File: src/sv/i2c_rpt_pkg.sv
`timescale 1ns / 1ps
// ----------------------------------------------------------------------------
// i2c_rpt_pkg
// Shared types, constants and helpers for the I2C register pointer tracker.
// ----------------------------------------------------------------------------
package i2c_rpt_pkg;

  localparam int ADDR_BITS = 16;   // register pointer / length store depth bits
  localparam int LEN_BITS  = 8;    // per-register buffer length width
  localparam int IDX_BITS  = 8;    // byte_index field width
  localparam int REG_BITS  = 16;   // register_address field width
  localparam int SEG_BITS  = 16;   // segment_number field width
  localparam int WBS_BITS  = 8;    // write bytes seen counter
  localparam int IDX_MAX   = (1 << IDX_BITS) - 1;

  localparam logic [LEN_BITS-1:0] LEN_MAX = '1;
  localparam logic [WBS_BITS-1:0] WBS_MAX = '1;

  // config register indexes (word address bits)
  localparam logic [1:0] REG_PTR_BYTES   = 2'd0;
  localparam logic [1:0] REG_AUTO_INC    = 2'd1;
  localparam logic [1:0] REG_DIRECT_READ = 2'd2;
  localparam logic [1:0] REG_DEFAULT_REG = 2'd3;

  typedef enum logic [1:0] {
    CMD_START = 2'd0,
    CMD_DATA  = 2'd1,
    CMD_STOP  = 2'd2
  } cmd_e;

  typedef enum logic [1:0] {
    BUS_STOP     = 2'd0,
    BUS_FIRST    = 2'd1,
    BUS_REPEATED = 2'd2
  } bus_e;

  typedef enum logic [1:0] {
    KIND_EVENT = 2'd0,
    KIND_ADDR  = 2'd1,
    KIND_DATA  = 2'd2
  } kind_e;

  typedef enum logic [1:0] {
    OP_NONE    = 2'd0,
    OP_CLEAR   = 2'd1,
    OP_APPEND  = 2'd2,
    OP_RESTART = 2'd3
  } mem_op_e;

  typedef enum logic [1:0] {
    S1_EMPTY  = 2'd0,
    S1_FULL   = 2'd1,
    S1_SECOND = 2'd2
  } s1_state_e;

  typedef struct packed {
    logic [1:0]          addr_bytes;
    logic                auto_inc;
    logic                direct_read;
    logic [REG_BITS-1:0] default_reg;
  } cfg_t;

  // length store operation for one item; dbl adds a clear of read entry 0
  typedef struct packed {
    mem_op_e              op;
    logic                 sel_read;
    logic [ADDR_BITS-1:0] addr;
    logic                 dbl;
  } mem_req_t;

  typedef struct packed {
    kind_e               kind;
    logic [REG_BITS-1:0] register_address;
    logic [IDX_BITS-1:0] byte_index;
    logic                is_read;
    logic                buffer_restarted;
    bus_e                start_kind;
    logic [SEG_BITS-1:0] segment_number;
  } result_t;

  function automatic logic [LEN_BITS-1:0] len_inc(input logic [LEN_BITS-1:0] v);
    if (v == LEN_MAX) return v;
    return v + 1'b1;
  endfunction

  function automatic logic [IDX_BITS-1:0] sat_index(input logic [LEN_BITS-1:0] v);
    if (int'(v) > IDX_MAX) return '1;
    return IDX_BITS'(v);
  endfunction

endpackage

File: src/sv/i2c_rpt_update.sv
`timescale 1ns / 1ps
// ----------------------------------------------------------------------------
// i2c_rpt_update
// Second stage: length read-modify-write, byte index and output register.
// ----------------------------------------------------------------------------
module i2c_rpt_update (
  input  logic                              clk,
  input  logic                              rst,
  input  logic                              load,
  output logic                              slot_free,
  input  i2c_rpt_pkg::mem_req_t             req,
  input  i2c_rpt_pkg::result_t              res_in,
  input  logic [i2c_rpt_pkg::LEN_BITS-1:0]  rd_data,
  output logic                              wr_en,
  output logic                              wr_sel,
  output logic [i2c_rpt_pkg::ADDR_BITS-1:0] wr_addr,
  output logic [i2c_rpt_pkg::LEN_BITS-1:0]  wr_data,
  output logic                              m_valid,
  input  logic                              m_ready,
  output i2c_rpt_pkg::result_t              m_res
);
  import i2c_rpt_pkg::*;

  s1_state_e st, st_next;
  mem_req_t  req_q;
  result_t   res_q;
  result_t   res_out;
  logic      out_free;
  logic      fin;
  logic [LEN_BITS-1:0] upd_len;

  assign out_free = !m_valid || m_ready;

  always_comb begin
    case (st)
      S1_EMPTY:  st_next = load ? S1_FULL : S1_EMPTY;
      S1_FULL: begin
        if (req_q.dbl)     st_next = S1_SECOND;
        else if (out_free) st_next = load ? S1_FULL : S1_EMPTY;
        else               st_next = S1_FULL;
      end
      S1_SECOND: begin
        if (out_free) st_next = load ? S1_FULL : S1_EMPTY;
        else          st_next = S1_SECOND;
      end
      default:   st_next = S1_EMPTY;
    endcase
  end

  always_comb begin
    res_out = res_q;
    upd_len = '0;
    case (req_q.op)
      OP_APPEND: begin
        res_out.byte_index = sat_index(rd_data);
        upd_len            = len_inc(rd_data);
      end
      OP_RESTART: begin
        res_out.byte_index = '0;
        upd_len            = len_inc('0);
      end
      default: upd_len = '0;
    endcase

    fin     = 1'b0;
    wr_en   = 1'b0;
    wr_sel  = req_q.sel_read;
    wr_addr = req_q.addr;
    wr_data = upd_len;
    case (st)
      S1_FULL: begin
        if (req_q.dbl) begin
          wr_en   = 1'b1;
          wr_data = '0;
        end else if (out_free) begin
          fin   = 1'b1;
          wr_en = (req_q.op != OP_NONE);
        end
      end
      S1_SECOND: begin
        if (out_free) begin
          fin     = 1'b1;
          wr_en   = 1'b1;
          wr_addr = '0;
          wr_data = '0;
        end
      end
      default: begin
      end
    endcase
    slot_free = (st == S1_EMPTY) || fin;
  end

  always_ff @(posedge clk) begin
    if (rst) begin
      st      <= S1_EMPTY;
      m_valid <= 1'b0;
    end else begin
      st <= st_next;
      if (fin)          m_valid <= 1'b1;
      else if (m_ready) m_valid <= 1'b0;
    end
  end

  always_ff @(posedge clk) begin
    if (load) begin
      req_q <= req;
      res_q <= res_in;
    end
    if (fin) m_res <= res_out;
  end

  a_second_once: assert property (@(posedge clk) disable iff (rst)
    (st == S1_SECOND && out_free) |=> st != S1_SECOND)
    else $error("double clear held the slot for more than two writes");

  a_load_into_free: assert property (@(posedge clk) disable iff (rst)
    load |-> (st == S1_EMPTY || fin))
    else $error("item loaded over an unfinished one");

  a_restart_index: assert property (@(posedge clk) disable iff (rst)
    (m_valid && m_res.buffer_restarted) |-> m_res.byte_index == '0)
    else $error("restarted buffer reported a nonzero index");

endmodule

File: config.mk
export PLATFORM = sky130hd
export DESIGN_NAME = i2c_rpt_update
export DESIGN_NICKNAME = d
export VERILOG_FILES = /design/src/sv/i2c_rpt_pkg.sv /design/src/sv/i2c_rpt_update.sv
export SDC_FILE = /design/constraint.sdc
export NUM_CORES = 1
export LEC_CHECK = 0
export CAP_MARGIN = 10
export CORE_MARGIN = 2
export CORE_UTILIZATION = 57
export DETAILED_ROUTE_END_ITERATION = 10
export DONT_BUFFER_PORTS = 1
export GPL_TIMING_DRIVEN = 0
export PLACE_DENSITY = 0.74
export SLEW_MARGIN = 10
export SYNTH_ARGS = -nofsm -noshare
export SYNTH_HDL_FRONTEND = slang
export SYNTH_SLANG_ARGS = --single-unit
File: constraint.sdc
create_clock -name clk -period 6.8 [get_ports clk]
set_input_delay 0.34 -clock clk [delete_from_list [all_inputs] [get_ports clk]]
set_output_delay 0.34 -clock clk [all_outputs]
set_load 0.02 [all_outputs]
==> results.toml <==
[outcome]
status = "completed"

[critical_path]
startpoint_type = "flip-flop"
crit_arrival_ps = 2330
worst-path-buf-inv = 1
path_max_fanout = 25
cpPeakStageDelay_ps = 600
cp.required_ps = 6460
crit_cells = 5
path_delay_family = "simple AND/OR/NAND/NOR gates"
cpMaxStageDelayCell = "nor2_4"
critical_path_class = "reg2out"
path_cells = "inv_1 -> ha_1 -> o21ai_1 -> nor2_4 -> or2_1"
crit_path_end_kind = "primary output"
reg2regPathDepth = 5

[clock_network]
clock-root-buffer = "clkbuf_8"
path_clk_slew_ps = 50
worstSkewPairLatency_ps = 490
numCtsBuffers = 17
clock_sinks = 115
cts_max_level = 4
ctsLongestPathBuffers = 2
cts_tree = "done"

[power_and_ir_drop]
ir_worst_vdd_v = 0.0002396
power_uw = 1865
p_leak_uw = 0.001977
power_frac_comb_pct = 5.6
clockPowerShare_pct = 49.0
swShare_pct = 20.97
power_frac_seq_pct = 45.3
p_int_uw = 1474
power_switching_uw = 390.9
power_density_mw_per_mm2 = 334.6

[route]
viasPerCell = 5.169
ant_nets = 0
drc_errors = 0
drtIter0Drc = 153
wl_per_cell_um = 19.31
via_count = 2171
drt-total-wl_um = 8112
firstDrtPassIters = 6

[logic_synthesis]
synth.top_cell.area_share_pct = 82.25
synth_nets = 305
synthFlopType = "edfxtp_1"
netlist_instances = 222
yosys.cell_count.top_type = "edfxtp_1"
synth_seq_cells = 115
async_flop_share_pct = 0
synthesis.area_mm2 = 0.004089
yosysSeqAreaShare_pct = 83.72
ys_warn_count = 0
synth_edf_count = 112
ys_top_cells_by_count = "112 x edfxtp_1, 16 x and2_1, 12 x nand2_1, 12 x nor2_1, 11 x inv_1"
synth_cell_types = 34
synth_top_area_cell = "edfxtp_1"
synth_area_per_cell_um2 = 18.42
synthTopCellsByArea = "edfxtp_1 82%, and2_1 2.4%, ha_1 1.5%"

[sta]
rsz0062_at_grt = "false"
post-route-period-util_pct = 39.20
period_minus_slack_ps = 2666
worst_pin_slew_ps = 752.9
max-slew-margin-rel_pct = 49.69
fmax_mhz = 375.2
finalSetupViolations = 0
fin_skew_ps = 8.296
slew_violations = 0
final_hold_viol_count = 0
timing.setup.tns_ps = 0

[placement]
post-place-cells = 319
numPortBuffers = 0
place_hpwl_um = 4620
globalplace.congestion = 0.8121

[die]
io-pin-count = 152
dieWidth_um = 88.70
core_mm2 = 0.006869
fp.dieH_um = 88.70
die_area_mm2 = 0.007867
start_util_pct = 59.53
rows = 30

[grt]
antenna_found_initial = 0
grt-ovfl-total = 0
first_global_vias = 2224
grt_max_degree = 67
grt_pass1_wl_um = 11990
gr-usage-all-layers_pct = 21.75

[min_path]
min_path_cells = 2
hold_class = "in2reg"

[final_layout]
instances_no_fill = 420
drive_gt1_share_pct = 13.89
final_nets = 394
antenna_cells = 0
n_fill_cell = 348
area_growth_pct = 36.29

[flow_run]
drv_cap = 0
## placed cells by master, fill, tap and decap left out, types with 3 or more instances in the layout
master / n
clkbuf_16: 16
clkinv_4: 3
nor2_1: 11
o22ai_1: 8
nand2_1: 12
o21ai_0: 3
clkbuf_8: 3
dlygate4sd3_1: 68
edfxtp_1: 112
nand3_1: 3
inv_6: 3
nand3b_2: 3
dfxtp_1: 3
and2_1: 16
bufinv_16: 4
ha_1: 5
nor3_1: 6
inv_1: 11
clkinvlp_4: 4
## final timing paths
path | endpoint | start | slack [ps]
max | slot_free | st[1] | 4130
min | st[1] | m_ready | 90
max reg2reg | m_res[5] | st[1] | 4720
min reg2reg | m_res[39] | res_out[39] | 410
## state kept, by name (all words and copies together), names as in the netlist
name     count
m_res       46
m_valid      1
req_q       19
res_out     38
res_q        8
st           2
wr_sel       1
## kinds of logic after synthesis
| kind of cell | share of synthesized area, % |
|---|---|
| buf+inv | 2.234 |
| fa+ha+maj | 1.530 |
| mux | 0.2448 |
| xor+xnor | 0.2142 |
| compound gates | 3.060 |
| flops | 83.72 |
| simple gates | 8.996 |
## per-stage QoR
stage	worst slack [ps]	utilization, %	instance area (um2)	hold slack, ps
floorplan	3347	-	4089	400.3
global placement	2454	61.28	4209	400.4
detailed placement	4644	61.79	4244	404.5
CTS	4098	81.13	5573	69.63
global route	3962	81.13	5573	83.89
finish	4134	81.13	5573	89.19
## metal layers
metal,routed length (um),vias up,GRT usage (%)
met5,0,-,0
met4,74,0,8.402
met3,633,6,9.049
met2,4595,106,37.58
met1,2809,1042,23.88
li1,-,1017,-
## layout make-up
class / count / area [um2] / area share, %
Clock inverter: 14 / 202.7 / 3.637
Multi-Input combinational cell: 91 / 581.8 / 10.44
Inverter: 11 / 41.29 / 0.7409
Sequential cell: 115 / 3423 / 61.43
Clock buffer: 18 / 417.9 / 7.499
Tap cell: 96 / 120.1 / 2.155
Buffer: 5 / 50.05 / 0.8981
Timing Repair Buffer: 70 / 735.7 / 13.20
## repair_timing
action / CTS / global route
hold buffers: 69 / 0
hold endpoints to repair: 135 / 0
setup buffers: 0 / 0
setup endpoints to repair: 0 / 0
gates resized for setup: 0 / 0
## power by group through the flow
stage               clock network, uW  logic (uW)  registers [uW]
floorplan                           0        52.0             855
global placement                    0        59.3             857
detailed placement                  0        62.4             860
CTS                               921         104             845
global route                      959         114             849
finish                            914         105             845
(Power assumes the default switching activity.)
