### src/sv/i2c_rpt_pkg.sv
`timescale 1ns / 1ps
// ----------------------------------------------------------------------------
// i2c_rpt_pkg
// Shared types, constants and helpers for the I2C register pointer tracker.
// ----------------------------------------------------------------------------
package i2c_rpt_pkg;

  localparam int ADDR_BITS = 16;   // register pointer / length store depth bits
  localparam int LEN_BITS  = 8;    // per-register buffer length width
  localparam int IDX_BITS  = 8;    // byte_index field width
  localparam int REG_BITS  = 16;   // register_address field width
  localparam int SEG_BITS  = 16;   // segment_number field width
  localparam int WBS_BITS  = 8;    // write bytes seen counter
  localparam int IDX_MAX   = (1 << IDX_BITS) - 1;

  localparam logic [LEN_BITS-1:0] LEN_MAX = '1;
  localparam logic [WBS_BITS-1:0] WBS_MAX = '1;

  // config register indexes (word address bits)
  localparam logic [1:0] REG_PTR_BYTES   = 2'd0;
  localparam logic [1:0] REG_AUTO_INC    = 2'd1;
  localparam logic [1:0] REG_DIRECT_READ = 2'd2;
  localparam logic [1:0] REG_DEFAULT_REG = 2'd3;

  typedef enum logic [1:0] {
    CMD_START = 2'd0,
    CMD_DATA  = 2'd1,
    CMD_STOP  = 2'd2
  } cmd_e;

  typedef enum logic [1:0] {
    BUS_STOP     = 2'd0,
    BUS_FIRST    = 2'd1,
    BUS_REPEATED = 2'd2
  } bus_e;

  typedef enum logic [1:0] {
    KIND_EVENT = 2'd0,
    KIND_ADDR  = 2'd1,
    KIND_DATA  = 2'd2
  } kind_e;

  typedef enum logic [1:0] {
    OP_NONE    = 2'd0,
    OP_CLEAR   = 2'd1,
    OP_APPEND  = 2'd2,
    OP_RESTART = 2'd3
  } mem_op_e;

  typedef enum logic [1:0] {
    S1_EMPTY  = 2'd0,
    S1_FULL   = 2'd1,
    S1_SECOND = 2'd2
  } s1_state_e;

  typedef struct packed {
    logic [1:0]          addr_bytes;
    logic                auto_inc;
    logic                direct_read;
    logic [REG_BITS-1:0] default_reg;
  } cfg_t;

  // length store operation for one item; dbl adds a clear of read entry 0
  typedef struct packed {
    mem_op_e              op;
    logic                 sel_read;
    logic [ADDR_BITS-1:0] addr;
    logic                 dbl;
  } mem_req_t;

  typedef struct packed {
    kind_e               kind;
    logic [REG_BITS-1:0] register_address;
    logic [IDX_BITS-1:0] byte_index;
    logic                is_read;
    logic                buffer_restarted;
    bus_e                start_kind;
    logic [SEG_BITS-1:0] segment_number;
  } result_t;

  function automatic logic [LEN_BITS-1:0] len_inc(input logic [LEN_BITS-1:0] v);
    if (v == LEN_MAX) return v;
    return v + 1'b1;
  endfunction

  function automatic logic [IDX_BITS-1:0] sat_index(input logic [LEN_BITS-1:0] v);
    if (int'(v) > IDX_MAX) return '1;
    return IDX_BITS'(v);
  endfunction

endpackage

### src/sv/i2c_rpt_ctrl.sv
`timescale 1ns / 1ps
// ----------------------------------------------------------------------------
// i2c_rpt_ctrl
// Bus condition, pointer and counters; decodes each item into a store request.
// ----------------------------------------------------------------------------
module i2c_rpt_ctrl (
  input  logic                  clk,
  input  logic                  rst,
  input  logic                  accept,
  input  logic [1:0]            cmd,
  input  logic                  rd,
  input  logic [7:0]            data,
  input  i2c_rpt_pkg::cfg_t     cfg,
  output i2c_rpt_pkg::mem_req_t req,
  output i2c_rpt_pkg::result_t  res
);
  import i2c_rpt_pkg::*;

  bus_e                 bs, bs_next;
  logic [SEG_BITS-1:0]  seg, seg_next;
  logic [ADDR_BITS-1:0] ptr, ptr_next;
  logic                 dir, dir_next;
  logic [WBS_BITS-1:0]  wbs, wbs_next;
  logic                 rp, rp_next;

  logic [1:0]           nab;
  logic [WBS_BITS-1:0]  nab_w;
  logic                 do_store;
  logic                 st_sel;
  logic [ADDR_BITS-1:0] st_ptr;
  logic [ADDR_BITS-1:0] p0;
  logic                 set_rp;

  assign nab   = (cfg.addr_bytes == 2'd3) ? 2'd2 : cfg.addr_bytes;
  assign nab_w = WBS_BITS'(nab);

  always_comb begin
    bs_next  = bs;
    seg_next = seg;
    ptr_next = ptr;
    dir_next = dir;
    wbs_next = wbs;
    rp_next  = rp;
    do_store = 1'b0;
    st_sel   = 1'b0;
    st_ptr   = ptr;
    set_rp   = 1'b0;
    p0       = (wbs == '0) ? '0 : ptr;
    req      = '{op: OP_NONE, sel_read: 1'b0, addr: '0, dbl: 1'b0};
    res.kind             = KIND_EVENT;
    res.register_address = REG_BITS'(ptr);
    res.byte_index       = '0;
    res.buffer_restarted = 1'b0;

    case (cmd)
      CMD_START: begin
        seg_next = seg + 1'b1;
        bs_next  = (bs == BUS_STOP) ? BUS_FIRST : BUS_REPEATED;
        dir_next = rd;
        wbs_next = '0;
        if (rd && cfg.direct_read && (bs_next == BUS_FIRST)) begin
          ptr_next     = cfg.default_reg[ADDR_BITS-1:0];
          req.op       = OP_CLEAR;
          req.sel_read = 1'b1;
          req.addr     = ptr_next;
        end
        if (nab == 2'd0) begin
          ptr_next = '0;
          // direct read plus registerless: two read entries to clear
          if (req.op == OP_CLEAR) begin
            req.dbl = 1'b1;
          end else begin
            req.op       = OP_CLEAR;
            req.sel_read = rd;
            req.addr     = '0;
          end
        end
        res.register_address = REG_BITS'(ptr_next);
      end
      CMD_DATA: begin
        if (nab == 2'd0) begin
          ptr_next             = '0;
          res.kind             = KIND_DATA;
          res.register_address = '0;
          req.op               = OP_APPEND;
          req.sel_read         = dir;
          req.addr             = '0;
        end else if (dir) begin
          do_store = 1'b1;
          st_sel   = 1'b1;
          st_ptr   = ptr;
        end else begin
          if (wbs < nab_w) begin
            ptr_next             = ADDR_BITS'({p0, data});
            res.kind             = KIND_ADDR;
            res.register_address = REG_BITS'(ptr_next);
            res.byte_index       = IDX_BITS'(wbs);
          end else begin
            do_store = 1'b1;
            st_sel   = 1'b0;
            st_ptr   = p0;
          end
          wbs_next = (wbs == WBS_MAX) ? wbs : wbs + 1'b1;
          set_rp   = (wbs_next == nab_w);
        end
      end
      CMD_STOP: begin
        bs_next = BUS_STOP;
      end
      default: begin
      end
    endcase

    if (do_store) begin
      res.kind             = KIND_DATA;
      res.register_address = REG_BITS'(st_ptr);
      res.buffer_restarted = rp;
      req.op               = rp ? OP_RESTART : OP_APPEND;
      req.sel_read         = st_sel;
      req.addr             = st_ptr;
      if (rp) rp_next = 1'b0;
      if (cfg.auto_inc) begin
        ptr_next = st_ptr + 1'b1;
        rp_next  = 1'b1;
      end
    end
    if (set_rp) rp_next = 1'b1;

    res.is_read        = dir_next;
    res.start_kind     = bs_next;
    res.segment_number = seg_next;
  end

  always_ff @(posedge clk) begin
    if (rst) begin
      bs  <= BUS_STOP;
      seg <= '0;
      ptr <= '0;
      dir <= 1'b0;
      wbs <= '0;
      rp  <= 1'b0;
    end else if (accept) begin
      bs  <= bs_next;
      seg <= seg_next;
      ptr <= ptr_next;
      dir <= dir_next;
      wbs <= wbs_next;
      rp  <= rp_next;
    end
  end

endmodule

### config.mk
export PLATFORM = sky130hd
export DESIGN_NAME = i2c_rpt_ctrl
export DESIGN_NICKNAME = d
export VERILOG_FILES = /design/src/sv/i2c_rpt_pkg.sv /design/src/sv/i2c_rpt_ctrl.sv
export SDC_FILE = /design/constraint.sdc
export NUM_CORES = 1
export LEC_CHECK = 0
export BUFFER_PORTS_ARGS = -buffer_cell sky130_fd_sc_hd__buf_2
export CELL_PAD_IN_SITES_DETAIL_PLACEMENT = 1
export CELL_PAD_IN_SITES_GLOBAL_PLACEMENT = 1
export CORE_ASPECT_RATIO = 0.7
export CORE_MARGIN = 5
export CORE_UTILIZATION = 23
export CTS_BUF_LIST = sky130_fd_sc_hd__clkbuf_8 sky130_fd_sc_hd__clkbuf_16
export DETAILED_ROUTE_END_ITERATION = 8
export HOLD_SLACK_MARGIN = 0.12
export PLACE_DENSITY = 0.62
export SYNTH_ARGS = -nofsm -noshare
export SYNTH_HDL_FRONTEND = slang
export SYNTH_SLANG_ARGS = --single-unit
export TNS_END_PERCENT = 20
### constraint.sdc
create_clock -name clk -period 8.4 [get_ports clk]
set_input_delay 2.52 -clock clk [delete_from_list [all_inputs] [get_ports clk]]
set_output_delay 2.52 -clock clk [all_outputs]
set_load 0.01 [all_outputs]
==> results of run 1 <==
-- Yosys cell counts (4+ instances only) --
cell,n,area [sq um]
a211oi_1,7,52.6
a21o_1,10,75.1
a21oi_1,19,95.1
a222oi_1,5,50.1
a22o_1,12,105
a22oi_1,8,60.1
a311oi_1,8,70.1
a31o_2,4,35.0
a31oi_1,10,62.6
and2_1,10,62.6
and3_1,15,93.8
buf_4,7,52.6
clkbuf_1,33,124
dfxtp_1,44,881
ha_1,5,62.6
inv_1,11,41.3
mux2i_1,4,40.0
nand2_1,76,285
nand3_1,19,95.1
nand4_1,10,62.6
nor2_1,53,199
nor3_1,21,105
o21ai_0,15,75.1
o31ai_1,5,37.5
xnor2_1,15,131
xor2_1,18,158
-- area by class of cell --
cell class	count	share of cell area [%]
Timing Repair Buffer	100	11.7
Multi-Input combinational cell	415	57.9
Clock inverter	3	0.964
Inverter	11	0.936
Tap cell	200	5.67
Clock buffer	5	2.84
Sequential cell	44	20.0
-- where the power goes --
group | internal (uW) | total [uW] | leakage [uW] | switching [uW]
Clock | 140 | 234 | 0.0000798 | 94.0
Combinational | 37.0 | 103 | 0.00150 | 65.7
Sequential | 213 | 224 | 0.000357 | 10.9
Total | 390 | 561 | 0.00193 | 171
-- logic make-up after synthesis --
logic type                 count (synthesis)  synth area share, %
buffers and inverters                     55                 6.61
AOI/OAI and AO/OA                        132                 26.4
DFF                                       44                 24.1
other                                      1                0.103
muxes                                      7                 2.02
and+or+nand+nor                          232                 31.1
xor gates and xnor gates                  33                 7.91
adders and majority gates                  5                 1.71
-- state kept, by name, summed over array words and instances, names as in the netlist --
signal  count
dir         1
wbs         8
ptr        16
seg        16
bs          2
rp          1
-- metal layers --
metal  global-route usage, %  vias up
met1                    23.6     2086
met3                    3.20       11
met5                       0        -
li1                        -     1995
met4                    2.64        0
met2                    25.1      148
-- worst max-delay path, stage by stage --
cell	delay [ns]
buf_2	0.17
inv_1	0.07
ha_1	0.22
or4b_1	0.51
a211oi_1	0.56
nor3_1	0.10
buf_4	0.21
and2_1	0.39
nand2_1	0.19
o21ai_0	0.10
buf_2	0.15
-- metrics by stage --
| step | utilization [%] | hold WS (ns) | std cells |
|---|---|---|---|
| 2_1_floorplan | - | 0.485 | 514 |
| 5_1_grt | 28.4 | 0.582 | 778 |
| 4_1_cts | 28.4 | 0.546 | 778 |
| 3_3_place_gp | 27.3 | 0.517 | 770 |
| 3_5_place_dp | 27.3 | 0.536 | 770 |
| 6_report | 28.4 | 0.548 | 778 |
-- final timing paths --
| path | from | end | slack, ns | depth (start not counted) |
|---|---|---|---|---|
| worst max-delay path | cfg[19] | res[31] | 0.68 | 11 |
| worst min-delay path | ptr[15] | ptr[15] | 0.55 | 2 |
| worst max register to register | wbs[1] | ptr[14] | 4.63 | 10 |
| worst min register to register | ptr[15] | ptr[15] | 0.55 | 2 |
==> results.md, run 1 <==
- Vias per inst: 5.45
- DR WL/cell: between 15 and 20 microns
- Synth async-reset ratio: 0%
- Antenna violations before repair: 0
- Initial DRT Pass Iterations: 6
- Pins Over Slew Limit: 0
- Post-route ant nets: 0
- GRT overflow: 0
- DR top layer: met4
- Max Cap Viol: 0
- Post-layout min period: approximately 7.7 ns
- CTS Sinks: 44
- Area occupied by multi-input gates: roughly 0.0026 sq mm
- Final worst path period share: ~92%
- Final TNS setup: 0 ns
- First-pass GRT wire length: roughly 24000 microns
- Vias in the first global route: approximately 4200
- Least-Margin Pin Slew: approximately 0.94 ns
- H-tree levels: 2
- Post-Synthesis Cells: 509
- Fillcell total: about 1900
- PortBufs: 93
- Layout cells sized above 1: a little over a fifth
- Critical path arrival: around 5.2 ns
- Ys flop type: dfxtp_1
- Final setup violation count: 0
- Count of different cell masters after synthesis: 67
- Number of DRC violations after detailed-routing iteration 0: ~300
- Starting Density: a little under a quarter
- Final WS setup: 0.680 ns
- VDD IR-drop max: around 0.000054 V
- CP Data Required Time: around 5.9 ns
- # hold bufs at CTS: 0
- Die area: around 0.019 sq mm
- Met1 WL: 7520 microns
- Worst skew pair latency: roughly 0.30 ns
- Synth Area per Inst: 7.18 sq um
- Final Wtd Congestion: around 0.87
- DR vias: around 4200
- Fmax: approximately 0.13 GHz
- RSZ-0062 raised after global routing: no
- Postcts setup bufs: 0
- Dpl cell area: approximately 0.0042 sq mm
- Final Skew: ~0.0073 ns
- CP endpoint kind: output port
- CTS Buf Count: 5
- Diodes inserted: 0
- Number of failing hold endpoints at the final stage: 0
- Worst hold path class: reg2reg
- Synthesized area: ~0.0037 sq mm
- Startpoint Class: input pin
- Number of flops mapped to enable cells by yosys: 0
- Synth-to-layout area growth: 20.8%
- Most frequent cells in the layout: buf_2, nand2_1, nor2_1
- DRC errors left: 0
- CTS tree: done
- Worst rel slew slack: between 30% and 40%
- Met2 WL: 6630 microns
- Crit Path Category: in2out
- Register bit total from synthesis: 44
- PwrDens: ~130 mW/mm^2
- Seq/Total Area, Yosys: roughly a quarter
- Hpwl dp: ~12000 microns
- Max FO, Critical Path: 16
- Reg area: about 880 sq um
- Num rows: 38
- PostCTS Resize Cnt: 0
- Design area: approximately 0.0044 sq mm
- Largest net degree at the start of global routing: 46
- Commonest non-fill, non-tap cell in the layout: buf_2
- Clk Tree Root Cell: clkbuf_16
- Die Ht: between 100 and 150 microns
- Clock Path Buffers: 2
- Nets: around 600
- Die width: ~160 microns
- Final wirelength: approximately 15000 microns
- Clock transition at path regs: approximately 0.060 ns
- Gr usage total: 16.1%
- Placement Setup Slack: roughly 0.73 ns
- Leak: about 0.0019 uW
- Synth warnings: 0
- # IOs: 100
- Outcome: finished, final reports clean
- Final Total Pwr: 561 uW
- Core Area: between 0.015 and 0.02 sq mm
- Met3 WL post-DR: around 1100 microns
No activity file was read; power rests on OpenSTA's default activity.
==> inputs of run 2 (changes only) <==
CTS_CLUSTER_SIZE = 8   (was not set)
PLACE_DENSITY = not set   (was 0.62)
PLACE_DENSITY_LB_ADDON = 0.1   (was not set)
TNS_END_PERCENT = not set   (was 20)
==> results.md, run 2 (synthesis results as in run 1) <==
- Outcome: finished, final reports clean
- Synth-to-layout area growth: 21.7%
- Max Cap Viol: 0 (unchanged)
- Number of failing hold endpoints at the final stage: 0 (unchanged)
- Vias in the first global route: 4161 (-1.6%)
- DR WL/cell: 19.7 microns (-0.35%)
- Vias per inst: 5.30 (-2.7%)
- Final setup violation count: 0 (unchanged)
- R2R setup slack: 4.52 ns (-0.11 ns)
- Final TNS setup: 0 ns (unchanged)
- Largest net degree at the start of global routing: 46 (unchanged)
- Combinational cell fraction of total power: 18.1% (-0.2 points)
- Least-Margin Pin Slew: 0.971 ns (+0.0314 ns)
- DR vias: 4146 (-2.2%)
- CTS tree: done
- Commonest non-fill, non-tap cell in the layout: buf_2
- Worst rel slew slack: 34.8% (-2.1 points)
- Post-route ant nets: 0 (unchanged)
- Switch share: 30.9% (+0.53 points)
- CTS Buf Count: 5 (unchanged)
- Startpoint Class: input pin
- Worst skew pair latency: 0.30 ns (about the same)
- CP endpoint kind: output port
- Reg-to-reg startpoint: wbs[1]
- Final Skew: 0.00938 ns (+0.00210 ns)
- Die Ht: 115 microns (unchanged)
- Leak: 0.00195 uW (+1.1%)
- Max FO, Critical Path: 16 (unchanged)
- Most frequent cells in the layout: buf_2, nand2_1, nor2_1
- Internal power: 393 uW (+0.67%)
- Post-route core utilization: 28.6% (+0.22 points)
- Hpwl dp: 11700 microns (+1.6%)
- Number of DRC violations after detailed-routing iteration 0: 245 (-17%)
- Min-delay src: seg[15]
- Diodes inserted: 0 (unchanged)
- Final Wtd Congestion: 0.881 (+1.3%)
- Final WS setup: 0.741 ns (+0.0605 ns)
- Cell depth of the worst flop-to-flop path: 10 (unchanged)
- Clk pwr share: 42.6% (+0.9 points)
- Die area: 0.0185 sq mm (unchanged)
- Initial DRT Pass Iterations: 6 (unchanged)
- # IOs: 100 (unchanged)
- First-pass GRT wire length: 24100 microns (+0.15%)
- Final wirelength: 15400 microns (+0.16%)
- Pins Over Slew Limit: 0 (unchanged)
- # hold bufs at CTS: 0 (unchanged)
- Fmax: 0.131 GHz (+0.79%)
- H-tree levels: 2 (unchanged)
- PortBufs: 93 (unchanged)
- DRC errors left: 0 (unchanged)
- Final worst path period share: 91.2% (-0.72 points)
- Clock Path Buffers: 2 (unchanged)
- VDD IR-drop max: 0.0000648 V (+20%)
- RSZ-0062 raised after global routing: no
- Clock transition at path regs: 0.08 ns (+0.02 ns)
- Critical path arrival: 5.14 ns (-0.06 ns)
- Top flop regs: ptr x16, seg x16, wbs x8
- RR Endpoint: ptr[14]
- Clk Tree Root Cell: clkbuf_16
- Net switching power: 176 uW (+3.2%)
- Core Area: 0.0155 sq mm (unchanged)
- CP Data Required Time: 5.88 ns (about the same)
- Post-layout min period: 7.66 ns (-0.0605 ns)
- Crit Path Category: in2out
- GRT overflow: 0 (unchanged)
- Nets: 620 (+0.65%)
- Crit path launch: cfg[19]
- Starting Density: 23.5% (unchanged)
- PwrDens: 128 mW/mm^2 (+0.67%)
- Antenna violations before repair: 0 (unchanged)
- Reg power frac: 39.3% (-0.7 points)
- WHS: 0.553 ns (+0.00509 ns)
- Die width: 161 microns (unchanged)
- Fillcell total: 1948 (+2.4%)
- Placement Setup Slack: 0.721 ns (-0.00688 ns)
- Worst hold path class: reg2reg
- CTS Sinks: 44 (unchanged)
- Crit path to: res[30]
- Layout cells sized above 1: 22.3% (+0.54 points)
- Postcts setup bufs: 0 (unchanged)
- Num rows: 38 (unchanged)
- Gr usage total: 16.3% (+0.21 points)
- PostCTS Resize Cnt: 0 (unchanged)
==> run 2: layout make-up <==
type,count,area (sq um),area share (%)
Inverter,11,41.3,0.929
Sequential cell,44,881,19.8
Clock inverter,3,46.3,1.04
Clock buffer,5,125,2.81
Timing Repair Buffer,104,548,12.3
Tap cell,200,250,5.63
Multi-Input combinational cell,415,2550,57.4
==> run 2: worst min path at each step <==
| stage | endpoint | slack [ns] | depth (start not counted) |
|---|---|---|---|
| after floorplan | ptr[15] | 0.48 | 2 |
| after global placement | seg[15] | 0.52 | 2 |
| after detailed placement | seg[15] | 0.54 | 2 |
| after CTS | bs[1] | 0.56 | 2 |
| after global routing | seg[15] | 0.59 | 2 |
| final | seg[15] | 0.55 | 2 |
==> run 2: metal layers <==
layer | track usage [%] | vias up | share of wire, % | wire length, microns
met1 | 24.0 | 2028 | 50 | 7770
met4 | 3.04 | 0 | 0.69 | 106
li1 | - | 2004 | - | -
met3 | 3.73 | 9 | 5.5 | 852
met2 | 24.7 | 105 | 43 | 6700
met5 | 0 | - | 0 | 0
==> run 2: critical path, cell delays in order <==
cell and delay (ns):
buf_2 0.17, inv_1 0.06, ha_1 0.21, or4b_1 0.50, a211oi_1 0.50, nor3_1 0.09
buf_4 0.21, and2_1 0.39, nand2_1 0.19, o21ai_0 0.11, buf_2 0.16
==> run 2: power by group through the flow <==
stage / logic [uW] / registers [uW] / clock network [uW]
after detailed placement: 104 / 228 / 0
after global placement: 103 / 228 / 0
after CTS: 104 / 224 / 250
after floorplan: 67.2 / 221 / 0
final: 103 / 224 / 243
after global routing: 113 / 225 / 255
==> run 2: through the flow <==
step / instances / total power, uW / instance area (sq um)
after floorplan: 514 / 288 / 3670
after global placement: 774 / 331 / 4270
after detailed placement: 774 / 332 / 4270
after CTS: 782 / 578 / 4450
after global routing: 782 / 594 / 4450
final: 782 / 569 / 4450
